### config.mk
export PLATFORM = sky130hd
export DESIGN_NAME = bpf_cell
export DESIGN_NICKNAME = d
export VERILOG_FILES = /design/src/bpf_pkg.sv /design/src/bpf_cell.sv
export SDC_FILE = /design/constraint.sdc
export NUM_CORES = 1
export LEC_CHECK = 0
export BUFFER_PORTS_ARGS = -buffer_cell sky130_fd_sc_hd__buf_2
export CAP_MARGIN = 20
export CORE_ASPECT_RATIO = 0.9
export CORE_UTILIZATION = 37
export DETAILED_ROUTE_END_ITERATION = 8
export GPL_TIMING_DRIVEN = 0
export PLACE_DENSITY = 0.75
export SLEW_MARGIN = 5
export SYNTH_ARGS = -nofsm -noshare
export SYNTH_HDL_FRONTEND = slang
export SYNTH_SLANG_ARGS = --single-unit
### constraint.sdc
create_clock -name clock -period 1.4 [get_ports clock]
set_input_delay 0.28 -clock clock [delete_from_list [all_inputs] [get_ports clock]]
set_output_delay 0.28 -clock clock [all_outputs]
set_load 0.005 [all_outputs]
### src/bpf_pkg.sv
`timescale 1ns / 1ps
// ----------------------------------------------------------------------------
// bpf_pkg
// Shared constants, codes and control structs of the band-pass FIR filter.
// ----------------------------------------------------------------------------
package bpf_pkg;

   localparam int TAPS   = 153;
   localparam int CENTER = 76;

   localparam int EFF_CENTER = (CENTER > TAPS - 1) ? TAPS - 1 : CENTER;
   localparam int LAG        = TAPS - 1 - EFF_CENTER;

   localparam int SMP_W  = 16;
   localparam int ACC_W  = 32;
   localparam int SHIFT  = 16;
   localparam int TAP_W  = $clog2(TAPS);
   localparam int CIDX_W = (TAP_W > 8) ? TAP_W : 8;
   localparam int CNT_W  = 17;
   localparam logic [CNT_W-1:0] CNT_MAX = {CNT_W{1'b1}};
   localparam logic [15:0] FRAME_LEN_RST = 16'd21600;

   typedef enum logic [1:0] {
      FUNC_COEF   = 2'd0,
      FUNC_SAMPLE = 2'd1,
      FUNC_PAD    = 2'd2,
      FUNC_START  = 2'd3
   } func_type;

   typedef enum logic [1:0] {
      ST_IDLE,
      ST_RUN,
      ST_DRAIN,
      ST_DONE
   } state_type;

   typedef struct packed {
      logic push;
      logic rotate;
      logic clear;
   } cell_ctl_type;

   typedef struct packed {
      logic clear;
      logic run;
   } mac_ctl_type;

endpackage

### src/bpf_cell.sv
`timescale 1ns / 1ps
// ----------------------------------------------------------------------------
// bpf_cell
// One tap cell: holds a history sample and its coefficient. Clears the sample
// on a start, shifts in from the left on a push, rotates both from the right.
// ----------------------------------------------------------------------------
module bpf_cell (
   input  logic                           clock,
   input  logic                           reset,
   input  bpf_pkg::cell_ctl_type          ctl,
   input  logic                           coef_we,
   input  logic signed [bpf_pkg::SMP_W-1:0] coef_wdata,
   input  logic signed [bpf_pkg::SMP_W-1:0] left_sample,
   input  logic signed [bpf_pkg::SMP_W-1:0] right_sample,
   input  logic signed [bpf_pkg::SMP_W-1:0] right_coef,
   output logic signed [bpf_pkg::SMP_W-1:0] sample,
   output logic signed [bpf_pkg::SMP_W-1:0] coef
);

   logic signed [bpf_pkg::SMP_W-1:0] sample_ff, sample_in;
   logic signed [bpf_pkg::SMP_W-1:0] coef_ff, coef_in;

   always_comb begin
      sample_in = sample_ff;
      coef_in   = coef_ff;
      if (ctl.clear) begin
         sample_in = '0;
      end else if (ctl.push) begin
         sample_in = left_sample;
      end else if (ctl.rotate) begin
         sample_in = right_sample;
      end
      if (ctl.rotate) begin
         coef_in = right_coef;
      end else if (coef_we) begin
         coef_in = coef_wdata;
      end
   end

   always_ff @(posedge clock) begin
      if (reset) begin
         sample_ff <= '0;
      end else begin
         sample_ff <= sample_in;
      end
   end

   always_ff @(posedge clock) begin
      coef_ff <= coef_in;
   end

   assign sample = sample_ff;
   assign coef   = coef_ff;

endmodule

# == Word-level counts from Yosys, hierarchy flattened ==
# Cells that the tools add are included.
# op_classes
n_mux,4
reduce_logical,3
# ops
operator,n
16-bit 2-to-1 mux,4
2-bit nonzero test,2
2-bit OR reduction,1
# word_totals
reg_bits,32

# == Depth between registers and ports, before layout ==
# logic_depth
ltp_word,2
ltp_mapped,4

# == Worst setup path after synthesis ==
# Ideal clock, no wire load.
# synth_path
path_kind,input to register
start,input ctl[1] in the netlist's numbering
end,"register coef_ff, in the netlist coef[0], enable pin"
arrival_time_ns,1.084
setup_slack_ns,0.025
cell_stages,4
path_cell_list,buf_6 buf_6 buf_6 or2_2
# synth_via
elab_chain_cells,1
# synth_rtl
item,line_no,source
"start, declared",bpf_cell.sv:10,"input bpf_pkg::cell_ctl_type ctl,"
2-bit nonzero test (no source line),n/a,
"end signal, assigned",bpf_cell.sv:49,coef_ff <= coef_in;
"end, declared",bpf_cell.sv:21,"logic signed [bpf_pkg::SMP_W-1:0] coef_ff, coef_in;"
# Every way passes these cells.
# A chain may end at the register's enable or synchronous reset.

# == Worst setup path after layout ==
# layout_path
start,input ctl[1] in the netlist's numbering
end,"register coef_ff, in the netlist coef[9], enable pin"
# The elaborated chain is that of the path after synthesis.

==> impl_metrics.tcl <==
set metrics [dict create \
    holdWs_ns 0.308 \
    worst-path-stages 4 \
    num_rows 21 \
    hold_class "input pin to flip-flop" \
    yosysSeqAreaShare_pct 51.7 \
    min_period_over_period_pct 83.4 \
    power.density_nw_per_um2 972 \
    r2r_end "sample[14]$_SDFFE_PP0P_" \
    numPortBuffers 100 \
    grt_util_all_layers_pct 16.3 \
    maxSlewHeadroom_pct 67.6 \
    post_cts_resized 0 \
    cpPeakStageDelay_ns 0.46 \
    drt_pass1_iterations 4 \
    ys_warn_count 0 \
    leakagePower_nw 1.21 \
    die_h_um 63.4 \
    ff2ff_setup_slack_ns 0.51 \
    critPathCapture "coef[9]$_DFFE_PP_" \
    crit_fanout 16 \
    antenna_left 0 \
    crit_top_cell "buf_6" \
    synth_edf_count 16 \
    grt_pass1_vias 1233 \
    fillers 345 \
    synth_top_area_cell "edfxtp_1" \
    cts_setup_buffers 0 \
    grt_max_degree 17 \
    syn_nets 176 \
    drt_iter0_drc 57 \
    drv_slew 0 \
    ctsHoldBuffers 0 \
    netlist_area_um2 1550 \
    r2r-start "sample[14]$_SDFFE_PP0P_" \
    yosysTopAreaCellShare_pct 31.0 \
    cts_max_level 2 \
    peakVddDrop_uv 436 \
    drv_cap 0 \
    vias 1249 \
    worst_slew_pin_slew_ns 0.484 \
    start_util_pct 40.1 \
    avgSynthCellArea_um2 14.6 \
    layout_min_cycle_time_ns 1.17 \
    multi_input_area_um2 676 \
    arrival_ns 1.15 \
    post_drt_wl_per_cell_um 12.9 \
    overflow 0 \
    cp.required_ns 1.38 \
    dieArea_um2 4450 \
    core_area_um2 3860 \
    syn_to_final_growth_pct 41.2 \
    layout.area.seq_um2 801 \
    worstSetupPathType "input pin to flip-flop" \
    ctsLongestPathBuffers 2 \
    diodes 0 \
    hpwl_um 2530 \
    synth_area_leaders "edfxtp_1, dfxtp_1, mux2_2" \
    finalPower_mw 2.13 \
    path_clk_slew_ns 0.06 \
    nets 283 \
    hold_viol_final 0 \
    final_util_pct 56.6 \
    cts_buffers 5 \
    numClockSinks 32 \
    cts_tree "done" \
    cts_root_buf "clkbuf_8" \
    max_clock_freq_mhz 857 \
    syn_inst 106 \
    grt_pass1_wl_um 5500 \
    antenna_found_initial 0 \
    synth_ff_type "edfxtp_1" \
    finClkSkew_ns 0 \
    post-synth-top-count-cell "mux2_2" \
    worstHoldStart "right_coef[15]" \
    avgViaCountPerCell 4.80 \
    synth_common_cells "mux2_2, dfxtp_1, edfxtp_1, nand2b_1, o211a_1" \
    ff2ff_path_depth 2 \
    finalSetupViolCount 0 \
    cp-start-kind "input pin" \
    drc 0 \
    critPathBufInv 3 \
    ys_seq_elements 32 \
    cp-startpoint "ctl[1]" \
    fp.dieW_um 70.2 \
    drive_gt1_share_pct 67.8 \
    status "finished, final reports clean" \
    wirelength_um 3360 \
    crit_chain "buf_6 > buf_6 > buf_6 > or2_2" \
    cp-end-kind "flip-flop" \
    gp_congestion 0.660 \
    synthArstFlopShare_pct 0 \
    ys_types 12 \
    io_pins 102 \
    path_delay_family "simple AND/OR/NAND/NOR gates" \
    clk_latency_ns 0.28 \
    grt_setup_unrepaired "no" \
    cp_slowest_cell "or2_2" \
]
==> layout by cell type (no fill, tap or decap), types with 3 or more instances in the layout <==
cell type  instances
mux2_2            20
o211a_1           16
edfxtp_1          16
buf_2            103
clkbuf_1           3
nand2b_1          16
dfxtp_1           16
mux2_4            12
clkbuf_8           5
buf_6              3
==> cell families after synthesis <==
kind of cell,after synthesis,synth area share [%]
flops,32,51.7
buf+inv,8,4.68
simple gates,18,7.11
compound gates,16,10.3
mux,32,26.2
==> cell type report <==
cell class	count	share of cell area, %
tap	46	2.63
timing repair buffer	100	22.9
buffer	8	3.32
clock buffer	7	3.49
clock inverter	1	0.172
multi-input combinational	66	30.9
sequential	32	36.6
==> sequential cells by signal, indices dropped and copies added (netlist names) <==
| signal | flops |
|---|---|
| coef | 16 |
| sample | 16 |
==> how the worst min path moves through the flow <==
| stage | end | slack [ns] | cells after the start |
|---|---|---|---|
| after global placement | coef[10]$_DFFE_PP_ | 0.58 | 2 |
| after floorplan | sample[10]$_SDFFE_PP0P_ | 0.47 | 2 |
| after global routing | coef[15]$_DFFE_PP_ | 0.29 | 2 |
| after detailed placement | coef[15]$_DFFE_PP_ | 0.59 | 2 |
| final | coef[15]$_DFFE_PP_ | 0.31 | 2 |
| after CTS | coef[15]$_DFFE_PP_ | 0.30 | 2 |
==> routing by layer <==
layer | up-vias | part of all wire [%] | track usage (%)
li1 | 606 | - | -
met1 | 552 | 43 | 18.8
met2 | 82 | 44 | 26.2
met3 | 9 | 11 | 7.20
met4 | 0 | 1.9 | 6.75
met5 | - | 0 | 0
==> report_power, final <==
group          switching, mW  internal [mW]
sequential            0.0233           1.07
clock                  0.316          0.345
combinational          0.139          0.236
total                  0.478           1.65
==> metrics by stage <==
stage | TNS, ns | worst slack, ns | area (µm²) | cells
floorplan | 0 | 0.0249 | 1550 | 106
global placement | -0.944 | -0.0593 | 2110 | 252
detailed placement | -1.03 | -0.0650 | 2110 | 252
CTS | 0 | 0.231 | 2190 | 260
global route | 0 | 0.201 | 2190 | 260
finish | 0 | 0.233 | 2190 | 260
Power figures use the tool's default switching activity.
