File: config.mk
export PLATFORM = sky130hd
export DESIGN_NAME = bpf_mac
export DESIGN_NICKNAME = d
export VERILOG_FILES = /design/src/bpf_pkg.sv /design/src/bpf_mac.sv
export SDC_FILE = /design/constraint.sdc
export NUM_CORES = 1
export LEC_CHECK = 0
export BUFFER_PORTS_ARGS = -buffer_cell sky130_fd_sc_hd__buf_4
export CAP_MARGIN = 20
export CORE_MARGIN = 8
export CORE_UTILIZATION = 50
export CTS_CLUSTER_DIAMETER = 100
export CTS_CLUSTER_SIZE = 8
export DETAILED_ROUTE_END_ITERATION = 7
export MAX_ROUTING_LAYER = met4
export PLACE_DENSITY = 0.64
export SYNTH_ARGS = -nofsm -noshare
export SYNTH_HDL_FRONTEND = slang
export SYNTH_SLANG_ARGS = --single-unit
File: constraint.sdc
create_clock -name clock -period 10.84 [get_ports clock]
set_input_delay 2.168 -clock clock [delete_from_list [all_inputs] [get_ports clock]]
set_output_delay 2.168 -clock clock [all_outputs]
set_load 0.03 [all_outputs]
File: src/bpf_pkg.sv
`timescale 1ns / 1ps
// ----------------------------------------------------------------------------
// bpf_pkg
// Shared constants, codes and control structs of the band-pass FIR filter.
// ----------------------------------------------------------------------------
package bpf_pkg;

   localparam int TAPS   = 153;
   localparam int CENTER = 76;

   localparam int EFF_CENTER = (CENTER > TAPS - 1) ? TAPS - 1 : CENTER;
   localparam int LAG        = TAPS - 1 - EFF_CENTER;

   localparam int SMP_W  = 16;
   localparam int ACC_W  = 32;
   localparam int SHIFT  = 16;
   localparam int TAP_W  = $clog2(TAPS);
   localparam int CIDX_W = (TAP_W > 8) ? TAP_W : 8;
   localparam int CNT_W  = 17;
   localparam logic [CNT_W-1:0] CNT_MAX = {CNT_W{1'b1}};
   localparam logic [15:0] FRAME_LEN_RST = 16'd21600;

   typedef enum logic [1:0] {
      FUNC_COEF   = 2'd0,
      FUNC_SAMPLE = 2'd1,
      FUNC_PAD    = 2'd2,
      FUNC_START  = 2'd3
   } func_type;

   typedef enum logic [1:0] {
      ST_IDLE,
      ST_RUN,
      ST_DRAIN,
      ST_DONE
   } state_type;

   typedef struct packed {
      logic push;
      logic rotate;
      logic clear;
   } cell_ctl_type;

   typedef struct packed {
      logic clear;
      logic run;
   } mac_ctl_type;

endpackage

File: src/bpf_mac.sv
`timescale 1ns / 1ps
// ----------------------------------------------------------------------------
// bpf_mac
// Multiply-accumulate at the head of the ring: registered 16x16 product,
// then a wrapping 32-bit accumulate.
// ----------------------------------------------------------------------------
module bpf_mac (
   input  logic                             clock,
   input  logic                             reset,
   input  bpf_pkg::mac_ctl_type             ctl,
   input  logic signed [bpf_pkg::SMP_W-1:0] sample,
   input  logic signed [bpf_pkg::SMP_W-1:0] coef,
   output logic        [bpf_pkg::ACC_W-1:0] acc
);

   logic signed [bpf_pkg::ACC_W-1:0] prod_ff, prod_in;
   logic                             prod_vld_ff, prod_vld_in;
   logic        [bpf_pkg::ACC_W-1:0] acc_ff, acc_in;

   always_comb begin
      prod_in     = bpf_pkg::ACC_W'(sample) * bpf_pkg::ACC_W'(coef);
      prod_vld_in = ctl.run;
      if (ctl.clear) begin
         acc_in = '0;
      end else if (prod_vld_ff) begin
         acc_in = acc_ff + prod_ff;
      end else begin
         acc_in = acc_ff;
      end
   end

   always_ff @(posedge clock) begin
      if (reset) begin
         prod_vld_ff <= 1'b0;
      end else begin
         prod_vld_ff <= prod_vld_in;
      end
   end

   always_ff @(posedge clock) begin
      prod_ff <= prod_in;
      acc_ff  <= acc_in;
   end

   assign acc = acc_ff;

endmodule

; ---- Word level (Yosys, flattened, before mapping)
; Index checks and enable logic that the tools add are counted.
[totals]
reg_bits = 65
latchBits = 0
mem_bits_rw = 0
mem_bits_ro = 0
out_inout_bits = 32
word_cells = 5
n_memories = 0
[op_classes]
add_sub_neg = 1
multipliers = 1
div = 0
n_lt_le_gt_ge = 0
n_eq_ne = 0
shift = 0
muxes = 0
n_bitwise = 0
n_reduce_logical = 0
[op_table]
columns = op, count
row1 = adder 32 bit, 1
row2 = multiplier 16 x 16 -> 32 bit, 1

; ---- Logic depth before layout (Yosys ltp)
; Gate-level depths: netlist (run 1).
[logic_depth]
ltp_word = 1
ltp_mapped = 24
mapped_depth_nobuf = 23

; ---- Least setup slack after synthesis (run 1)
; Ideal clock, no wire load.
[synth_path]
kind = input-to-reg
from = in sample[7] (netlist name)
to = reg prod_ff[30] (netlist name)
setup_time_ns = 0.072
t_arrival_ns = 7.770
t_required_ns = 10.768
path_slack_ns = 2.997
stages = 23
path_cell_list = clkbuf_1 -> nand2_1 -> fa_1 -> inv_1 -> fa_1 -> inv_1 -> fa_1 -> inv_1 -> fa_1 -> fa_1 -> inv_1 -> fa_1 -> inv_1 -> ha_1 -> a211oi_2 -> nand2_1 -> o311a_1 -> o21ai_1 -> or3b_1 -> buf_2 -> a221o_1 -> o41ai_2 -> xnor2_1
[synth_via]
elab_chain_len = 1
[synth_lines]
columns = item, line
row1 = "start, declared", bpf_mac.sv:11  ; input logic signed [bpf_pkg::SMP_W-1:0] sample,
row2 = multiplier 16 x 16 -> 32 bit, bpf_mac.sv:21  ; prod_in = bpf_pkg::ACC_W'(sample) * bpf_pkg::ACC_W'(coef);
row3 = named net prod_in (one bit), bpf_mac.sv:16  ; logic signed [bpf_pkg::ACC_W-1:0] prod_ff, prod_in;
row4 = "end signal, assigned", bpf_mac.sv:41  ; prod_ff <= prod_in;
row5 = "end, declared", bpf_mac.sv:16
; The timed path passes the listed nets, and every way through them passes these cells.
; A chain may end at the register's enable or synchronous reset.

; ---- Final worst setup path (run 1)
[layout_path]
from = in sample[15] (netlist name)
to = reg prod_ff[31] (netlist name)
; The elaborated chain is that of the path after synthesis.

==> results_dict.tcl, run 1 <==
set metrics [dict create \
    antenna_left 0 \
    antenna_found_initial 0 \
    avgSynthCellArea_um2 8.86 \
    num_rows 60 \
    area_growth_pct 7.84 \
    htree_levels 3 \
    synth_area_leader_cell "fa_1" \
    critPathSlowestCell "fa_1" \
    min_period_ps 7870 \
    synth_area_um2 13400 \
    synth_edf_count 0 \
    crit_cells 21 \
    postSynthNetCount 1919 \
    async_reset_ff_share_pct 0 \
    rsz0062_at_grt "no" \
    reg2reg_depth 11 \
    hpwl_um 24900 \
    dieWidth_um 179 \
    drt-wirelength-per-cell_um 15.7 \
    worst_pin_slew_ps 705 \
    antenna_cells 0 \
    ys_top_cells_by_area "fa_1 39%, ha_1 11%, dfxtp_1 9.7%" \
    cts.repair.resized 0 \
    report.final.slew_viol_count 0 \
    cp_common_cell "fa_1" \
    die-area_um2 32200 \
    drtIter0Drc 407 \
    drv_cap 0 \
    insertion_delay_ps 330 \
    hold_depth 2 \
    crit_type "input pin to flop" \
    drt_wl_total_um 29600 \
    ys_types 65 \
    final-hold-violation-count 0 \
    finalSetupViolations 0 \
    clk_pin_slew_ps 50 \
    core_um2 26600 \
    synth_fa_ha_area_share_pct 50.0 \
    io_buffers 67 \
    worst_clock_skew_ps 5.09 \
    fin_nets 1951 \
    wl_met2_um 16000 \
    post-cts-setup-buffers 0 \
    grt_pass1_vias 10384 \
    synth-xor-area-share_pct 3.02 \
    yosys_most_used_dff "dfxtp_1" \
    fin_tns_setup_ps 0 \
    relSlewSlack_pct 53.0 \
    vias 9835 \
    period_share_pct 72.6 \
    fillers 2509 \
    viasPerCell 5.22 \
    cts_tree "built" \
    synth_compound_area_share_pct 9.39 \
    critPathLaunchType "input pin" \
    arrival_ps 8080 \
    grt_pass1_wl_um 50200 \
    cp-end-kind "flop" \
    place_inst 1869 \
    muxShareOfSynthArea_pct 0.918 \
    synth_top_area_share_pct 39.4 \
    firstDrtPassIters 5 \
    final_common_cell "inv_1" \
    drt-met1-wl_um 12500 \
    status "completed" \
    drive_above_1_share_pct 6.22 \
    ioPinCount 68 \
    max_clock_freq_ghz 0.127 \
    crit_chain "buf_4 > and2_1 > inv_1 > fa_1 > inv_1 > fa_1 > fa_1 > fa_1 > fa_1 > inv_1 > fa_1 > inv_1 > ha_1 > a2111oi_0 > o21ai_0 > o21ai_0 > o211ai_1 > a41oi_1 > o21ai_1 > a221o_1 > xnor2_1" \
    final_cells 1884 \
    grt_use_total_pct 19.3 \
    final_cell_mix "331 x inv_1, 263 x fa_1, 163 x nand2_1" \
    globalplace.congestion 0.889 \
    start_util_pct 50.2 \
    ys_warn_count 0 \
    root_buffer "clkbuf_16" \
    grt_max_degree 33 \
    top_layer "met4" \
    wl_met3_um 723 \
    clockBufferDepth 2 \
    synth_top_family_by_area "adder cells" \
    yosys.area_share.simple_pct 16.2 \
    die_h_um 179 \
    hold_class "flop to flop" \
    numCtsBuffers 9 \
    syn_inst 1507 \
    drc 0 \
    synth.yosys.seq_area_share_pct 9.75 \
    cts.sinks 65 \
    synth_seq_cells 65 \
    hold_buffers 0 \
    path_max_fanout 16 \
    path_buf_inv 5 \
    crit_family "adder cells" \
    cp_data_required_time_ps 11050 \
    slowest_delay_ps 780 \
    grt-ovfl-total 0 \
]
[through the flow]
step / hold WS, ps / cell area [µm²] / utilization (%) / setup WS (ps)
final: 497 / 14400 / 54.2 / 2970
after global routing: 512 / 14400 / 54.2 / 2560
after CTS: 502 / 14400 / 54.2 / 2980
after detailed placement: 492 / 14100 / 53.1 / 2660
after global placement: 478 / 14100 / 53.1 / 2730
after floorplan: 551 / 13400 / - / 3000
[state kept, by name, indices dropped and copies added (netlist names)]
register	cells
acc	32
prod_ff	32
prod_vld_ff	1
[final timing paths]
kind / start / end / slack [ps]
min reg2reg: acc[12] / acc[12] / 500
max: sample[15] / prod_ff[31] / 2970
max reg2reg: acc[0] / acc[28] / 7770
min: acc[12] / acc[12] / 500
[logic make-up (layout without fill, tap and decap cells)]
group | Yosys count | after routing
buffers and inverters | 378 | 414
xor gates and xnor gates | 46 | 46
AOI/OAI and AO/OA | 185 | 185
DFF | 65 | 65
muxes | 12 | 12
adders and majority gates | 376 | 376
and+or+nand+nor | 445 | 445
[worst reg2reg max path, delay by kind of cell, from the launching register on]
kind,cells,cell delay (ps)
AND/OR/NAND/NOR,2,370
buffers and inverters,1,70
adder cells (fa/ha/maj),2,630
AO/OA/AOI/OAI,6,1520
flip-flops,1,360
[synth_stat cells (10+ instances only)]
| cell | instances |
|---|---|
| a21oi_1 | 43 |
| o21ai_0 | 36 |
| and2_1 | 128 |
| fa_1 | 263 |
| mux2i_1 | 10 |
| clkbuf_1 | 43 |
| xor2_1 | 11 |
| nand2_1 | 163 |
| nor2_1 | 74 |
| inv_1 | 331 |
| nand2b_1 | 12 |
| nand3_1 | 16 |
| o21a_1 | 11 |
| a21o_1 | 14 |
| nor3_1 | 17 |
| ha_1 | 113 |
| xnor2_1 | 35 |
| o21bai_1 | 10 |
| dfxtp_1 | 65 |
[final cells by class]
| cell class | instances | area, µm² | share of cell area, % |
|---|---|---|---|
| timing repair buffer | 68 | 510 | 3.55 |
| tap | 341 | 427 | 2.96 |
| sequential | 65 | 1300 | 9.04 |
| inverter | 331 | 1240 | 8.63 |
| clock buffer | 12 | 256 | 1.78 |
| clock inverter | 3 | 40.0 | 0.278 |
| multi-input combinational | 1064 | 10600 | 73.8 |
[layer usage]
metal	up-vias	track usage, %
li1	4696	-
met1	4987	23.1
met2	124	35.0
met3	28	2.00
met4	0	3.37
met5	-	-
Power of run 1 is left out: the tool's default activity adds up to more than one toggle a clock period on the data nets, which glitch-free logic cannot reach.
==> run 2, diff against run 1 <==
Settings changed: PLACE_DENSITY 0.64 to 0.67.
Clock period 10.84 ns to 6.8 ns, I/O delays scaled along.
==> run 2 against run 1 <==
  * Setup slack got worse by 2800 ps
  * Core utilization up 4.2 points
  * Non-clock buffer count rose by 129
  * Global-route usage is 0.54 points higher
  * Count of clock-buffer cells in the layout increased by 1
  * First-iteration DRC count increased by 16%
  * Clock skew about the same
  * Via count up 5.8%
  * Critical endpoint is now prod_ff[30]
==> results_dict.tcl, run 2 (synthesis gave the netlist of run 1 again) <==
set metrics [dict create \
    insertion_delay_ps 330 \
    r2r_setup_slack_ps 3720 \
    clk_pin_slew_ps 50 \
    grt-ovfl-total 0 \
    start_util_pct 50.2 \
    post-place-ws_ps -290 \
    hold_buffers 0 \
    worst_pin_slew_ps 695 \
    hold_depth 2 \
    grt_pass1_vias 10990 \
    vias 10401 \
    slowest_delay_ps 610 \
    die-area_um2 32200 \
    r2r-end "acc[28]" \
    placed_cell_area_um2 15100 \
    root_buffer "clkbuf_16" \
    antenna_found_initial 0 \
    grt-busiest-layer "met2" \
    max_clock_freq_ghz 0.150 \
    drtIter0Drc 472 \
    worst_clock_skew_ps 4.72 \
    fin_area_um2 15500 \
    met3_usage_pct 2.34 \
    cts_tree "built" \
    firstDrtPassIters 5 \
    area_growth_pct 16.2 \
    path_max_fanout 7 \
    grt_use_total_pct 19.8 \
    antenna_left 0 \
    finalSetupViolations 0 \
    status "completed" \
    met1_usage_pct 24.4 \
    numCtsBuffers 9 \
    globalplace.congestion 0.905 \
    crit_type "input pin to flop" \
    arrival_ps 6880 \
    rsz0062_at_grt "yes" \
    crit_path_start "sample[7]" \
    hpwl_um 26500 \
    cp_data_required_time_ps 7020 \
    crit_family "adder cells" \
    ioPinCount 68 \
    cp_common_cell "fa_1" \
    final_common_cell "inv_1" \
    hold_ws_ps 500 \
    drv_cap 0 \
    final_cells 2014 \
    r2r_start "acc[0]" \
    final_cell_mix "329 x inv_1, 258 x fa_1, 194 x buf_4" \
    grt_pass1_wl_um 52200 \
    grt_max_degree 33 \
    crit_cells 19 \
    die_h_um 179 \
    cp-end-kind "flop" \
    final-hold-violation-count 0 \
    drt-wirelength-per-cell_um 15.1 \
    io_buffers 67 \
    viasPerCell 5.16 \
    min_period_ps 6660 \
    reg2reg_depth 11 \
    crit_chain "buf_4 > and2_1 > fa_1 > inv_1 > fa_1 > fa_2 > fa_1 > inv_1 > fa_1 > fa_1 > ha_4 > a21oi_1 > nor2_1 > o311a_1 > o21ai_1 > or3b_4 > a221o_1 > o41ai_2 > xnor2_1" \
    place_inst 1996 \
    htree_levels 3 \
    use_met2_pct 34.2 \
    drc 0 \
    cts.sinks 65 \
    critPathLaunchType "input pin" \
    drt_wl_total_um 30400 \
    period_share_pct 98.0 \
    worstSetupEndpoint "prod_ff[30]" \
    core_um2 26600 \
    fin_nets 2080 \
    hold_class "flop to flop" \
    relSlewSlack_pct 53.6 \
    dieWidth_um 179 \
    path_buf_inv 3 \
    critPathSlowestCell "fa_1" \
    worst_slack_ps 137 \
    report.final.slew_viol_count 0 \
    antenna_cells 0 \
    num_rows 60 \
    clockBufferDepth 2 \
    drive_above_1_share_pct 15.1 \
]
[run 2: worst min-delay path by stage]
stage               slack, ps  endpoint       start
floorplan                 550    acc[0]  prod_ff[0]
global placement          480   acc[29]     acc[29]
detailed placement        480   acc[29]     acc[29]
CTS                       500   acc[29]     acc[29]
global route              530    acc[8]      acc[8]
finish                    500   acc[23]     acc[23]
[run 2: tightest hold or removal path, delay by kind of cell (launching register included)]
kind / cells / cell delay (ps)
and+or+nand+nor: 1 / 60
DFF: 1 / 330
AOI/OAI and AO/OA: 1 / 60
[run 2: stage by stage]
step	utilization, %	TNS (ps)
final	58.4	0
after detailed placement	56.9	-1700
after global routing	58.4	-165
after CTS	58.0	0
after floorplan	-	-102
after global placement	56.9	-1720
[run 2: layout make-up]
class,count,area [µm²]
multi-input cells,1064,10700
well taps,341,427
flip-flops and latches,65,1300
clock buffers,13,250
repair buffers,197,1510
fillers,2348,11100
inverters,331,1240
clock inverters,3,40.0
[run 2: what timing repair did]
| item | CTS | global route |
|---|---|---|
| setup endpoints to repair | 0 | 10 |
| buffers inserted | 0 | 2 |
| gates resized for setup | 0 | 24 |
[run 2: layer usage]
layer | up-vias | wire (µm)
met1 | 5199 | 12900
met4 | 0 | 699
met5 | - | 0
met2 | 185 | 15900
li1 | 4967 | -
met3 | 50 | 946
Power of run 2 is left out for the same reason.
==> run 3, diff against run 2 <==
Settings changed: ABC_AREA from default to 1.
==> run 3 against run 2 <==
  * Global-route usage is 2.8 points higher
  * Count of clock-buffer cells in the layout decreased by 1
  * Synthesized cell count grew 31%
  * Critical path depth up 2
  * Cell area grew 0.19%
  * Sequential share of layout area is essentially flat
  * Non-clock buffer count shrank 123
  * Wire length grew 17%
  * Critical endpoint is now prod_ff[31]
==> results_dict.tcl, run 3 <==
set metrics [dict create \
    hpwl_um 30900 \
    final_common_cell "inv_1" \
    path_max_fanout 16 \
    antenna_found_initial 0 \
    crit_type "input pin to flop" \
    ioPinCount 68 \
    synth_seq_cells 65 \
    root_buffer "clkbuf_16" \
    rsz0062_at_grt "no" \
    wl_met2_um 17700 \
    fillers 2763 \
    htree_levels 3 \
    cp_data_required_time_ps 7020 \
    yosys_most_used_dff "dfxtp_1" \
    syn_inst 1977 \
    worst_clock_skew_ps 20.2 \
    cp-end-kind "flop" \
    clk_pin_slew_ps 60 \
    yosysMostFrequentCell "inv_1" \
    synth_commonest_cells "552 x inv_1, 478 x nand2_1, 263 x fa_1" \
    fin_tns_setup_ps 0 \
    num_rows 62 \
    synth_area_leader_cell "fa_1" \
    grt_use_total_pct 22.6 \
    holdCritStartpoint "acc[0]" \
    r2r_start "acc[0]" \
    synth_area_um2 14500 \
    worst_pin_slew_ps 545 \
    ys_top_cells_by_area "fa_1 36%, inv_1 14%, nand2_1 12%" \
    max_clock_freq_ghz 0.156 \
    drtIter0Drc 656 \
    period_share_pct 94.0 \
    cts_tree "built" \
    final-hold-violation-count 0 \
    grt-ovfl-total 0 \
    grt_pass1_wl_um 61000 \
    drt-wirelength-per-cell_um 15.0 \
    insertion_delay_ps 340 \
    drt-met1-wl_um 15500 \
    synth_top_area_share_pct 36.4 \
    hold_class "flop to flop" \
    hold_buffers 0 \
    core_um2 28600 \
    vias 11793 \
    numCtsBuffers 9 \
    final_cell_mix "552 x inv_1, 478 x nand2_1, 263 x fa_1" \
    grt_max_degree 51 \
    ys_warn_count 0 \
    postSynthNetCount 2389 \
    avgSynthCellArea_um2 7.31 \
    top_layer "met4" \
    clockBufferDepth 2 \
    critPathLaunchType "input pin" \
    globalplace.congestion 0.927 \
    firstDrtPassIters 5 \
    crit_path_start "coef[4]" \
    cts.sinks 65 \
    grt_pass1_vias 12713 \
    placed_cell_area_um2 15200 \
    cts.repair.resized 0 \
    async_reset_ff_share_pct 0 \
    min_period_ps 6390 \
    fin_nets 2408 \
    area_growth_pct 7.51 \
    relSlewSlack_pct 63.6 \
    drt_wl_total_um 35700 \
    die-area_um2 34600 \
    status "completed" \
    synth.yosys.seq_area_share_pct 9.00 \
    post-cts-setup-buffers 0 \
    drive_above_1_share_pct 6.00 \
    start_util_pct 50.5 \
    report.final.slew_viol_count 0 \
    drc 0 \
    die_h_um 186 \
    antenna_left 0 \
    ys_types 36 \
    finalSetupViolations 0 \
    arrival_ps 6620 \
    viasPerCell 4.94 \
    wl_met3_um 1760 \
    fin_area_um2 15500 \
    dieWidth_um 186 \
    io_buffers 67 \
    synth_edf_count 0 \
    drv_cap 0 \
    antenna_cells 0 \
]
run 3: cell count changes after synthesis, moves of 23 or more:
| cell | change |
|---|---|
| inv_1 | +221 |
| xnor2_1 | -23 |
| xor2_1 | +29 |
| nor2_1 | +66 |
| nand3_1 | +42 |
| and2_1 | -127 |
| nand2_1 | +315 |
run 3: metrics by stage:
step / utilization [%] / cells / setup WS, ps / hold slack [ps]
3_5_place_dp: 53.2 / 2369 / 96.3 / 490
5_1_grt: 54.3 / 2385 / 55.4 / 535
3_3_place_gp: 53.2 / 2369 / 65.2 / 481
2_1_floorplan: - / 1977 / 348 / 587
4_1_cts: 54.3 / 2385 / 413 / 498
6_report: 54.3 / 2385 / 407 / 493
run 3: worst paths after layout:
kind            endpoint  slack, ps  depth (start not counted)
max          prod_ff[31]        410                         21
max reg2reg      acc[18]       4520                         15
min reg2reg       acc[0]        490                          2
min               acc[0]        490                          2
run 3: cell families after synthesis:
| logic type | after synthesis | synth area share [%] |
|---|---|---|
| fa+ha+maj | 376 | 46.2 |
| flops | 65 | 9.00 |
| buf+inv | 626 | 16.3 |
| xor+xnor | 52 | 3.15 |
| simple gates | 722 | 20.2 |
| compound gates | 136 | 5.20 |
run 3: metal layers:
metal	GRT usage, %	up-vias
li1	-	5740
met1	27.8	5683
met2	39.5	309
met3	1.97	61
met4	6.00	0
met5	-	-
run 3: final cells by class:
cell class / count / area [µm²] / area share, %
multi-input cells: 1286 / 10800 / 69.5
clock buffers: 12 / 246 / 1.59
inverters: 560 / 2100 / 13.5
well taps: 384 / 480 / 3.09
flip-flops and latches: 65 / 1300 / 8.37
repair buffers: 74 / 556 / 3.58
clock inverters: 4 / 52.6 / 0.338
run 3: worst max-delay path, stage by stage:
cell and delay (ps):
buf_4 220, nand2_1 130, fa_1 580, inv_1 60
fa_1 710, fa_1 500, fa_1 520, fa_1 490
inv_1 50, fa_1 470, inv_1 40, ha_1 350
nand2_1 110, nor2_1 140, inv_1 80, nor2_1 180
nand4_1 190, nand3_1 190, a21oi_1 110, nand2_1 80
nand2_1 50
Power of run 3 is left out for the same reason.
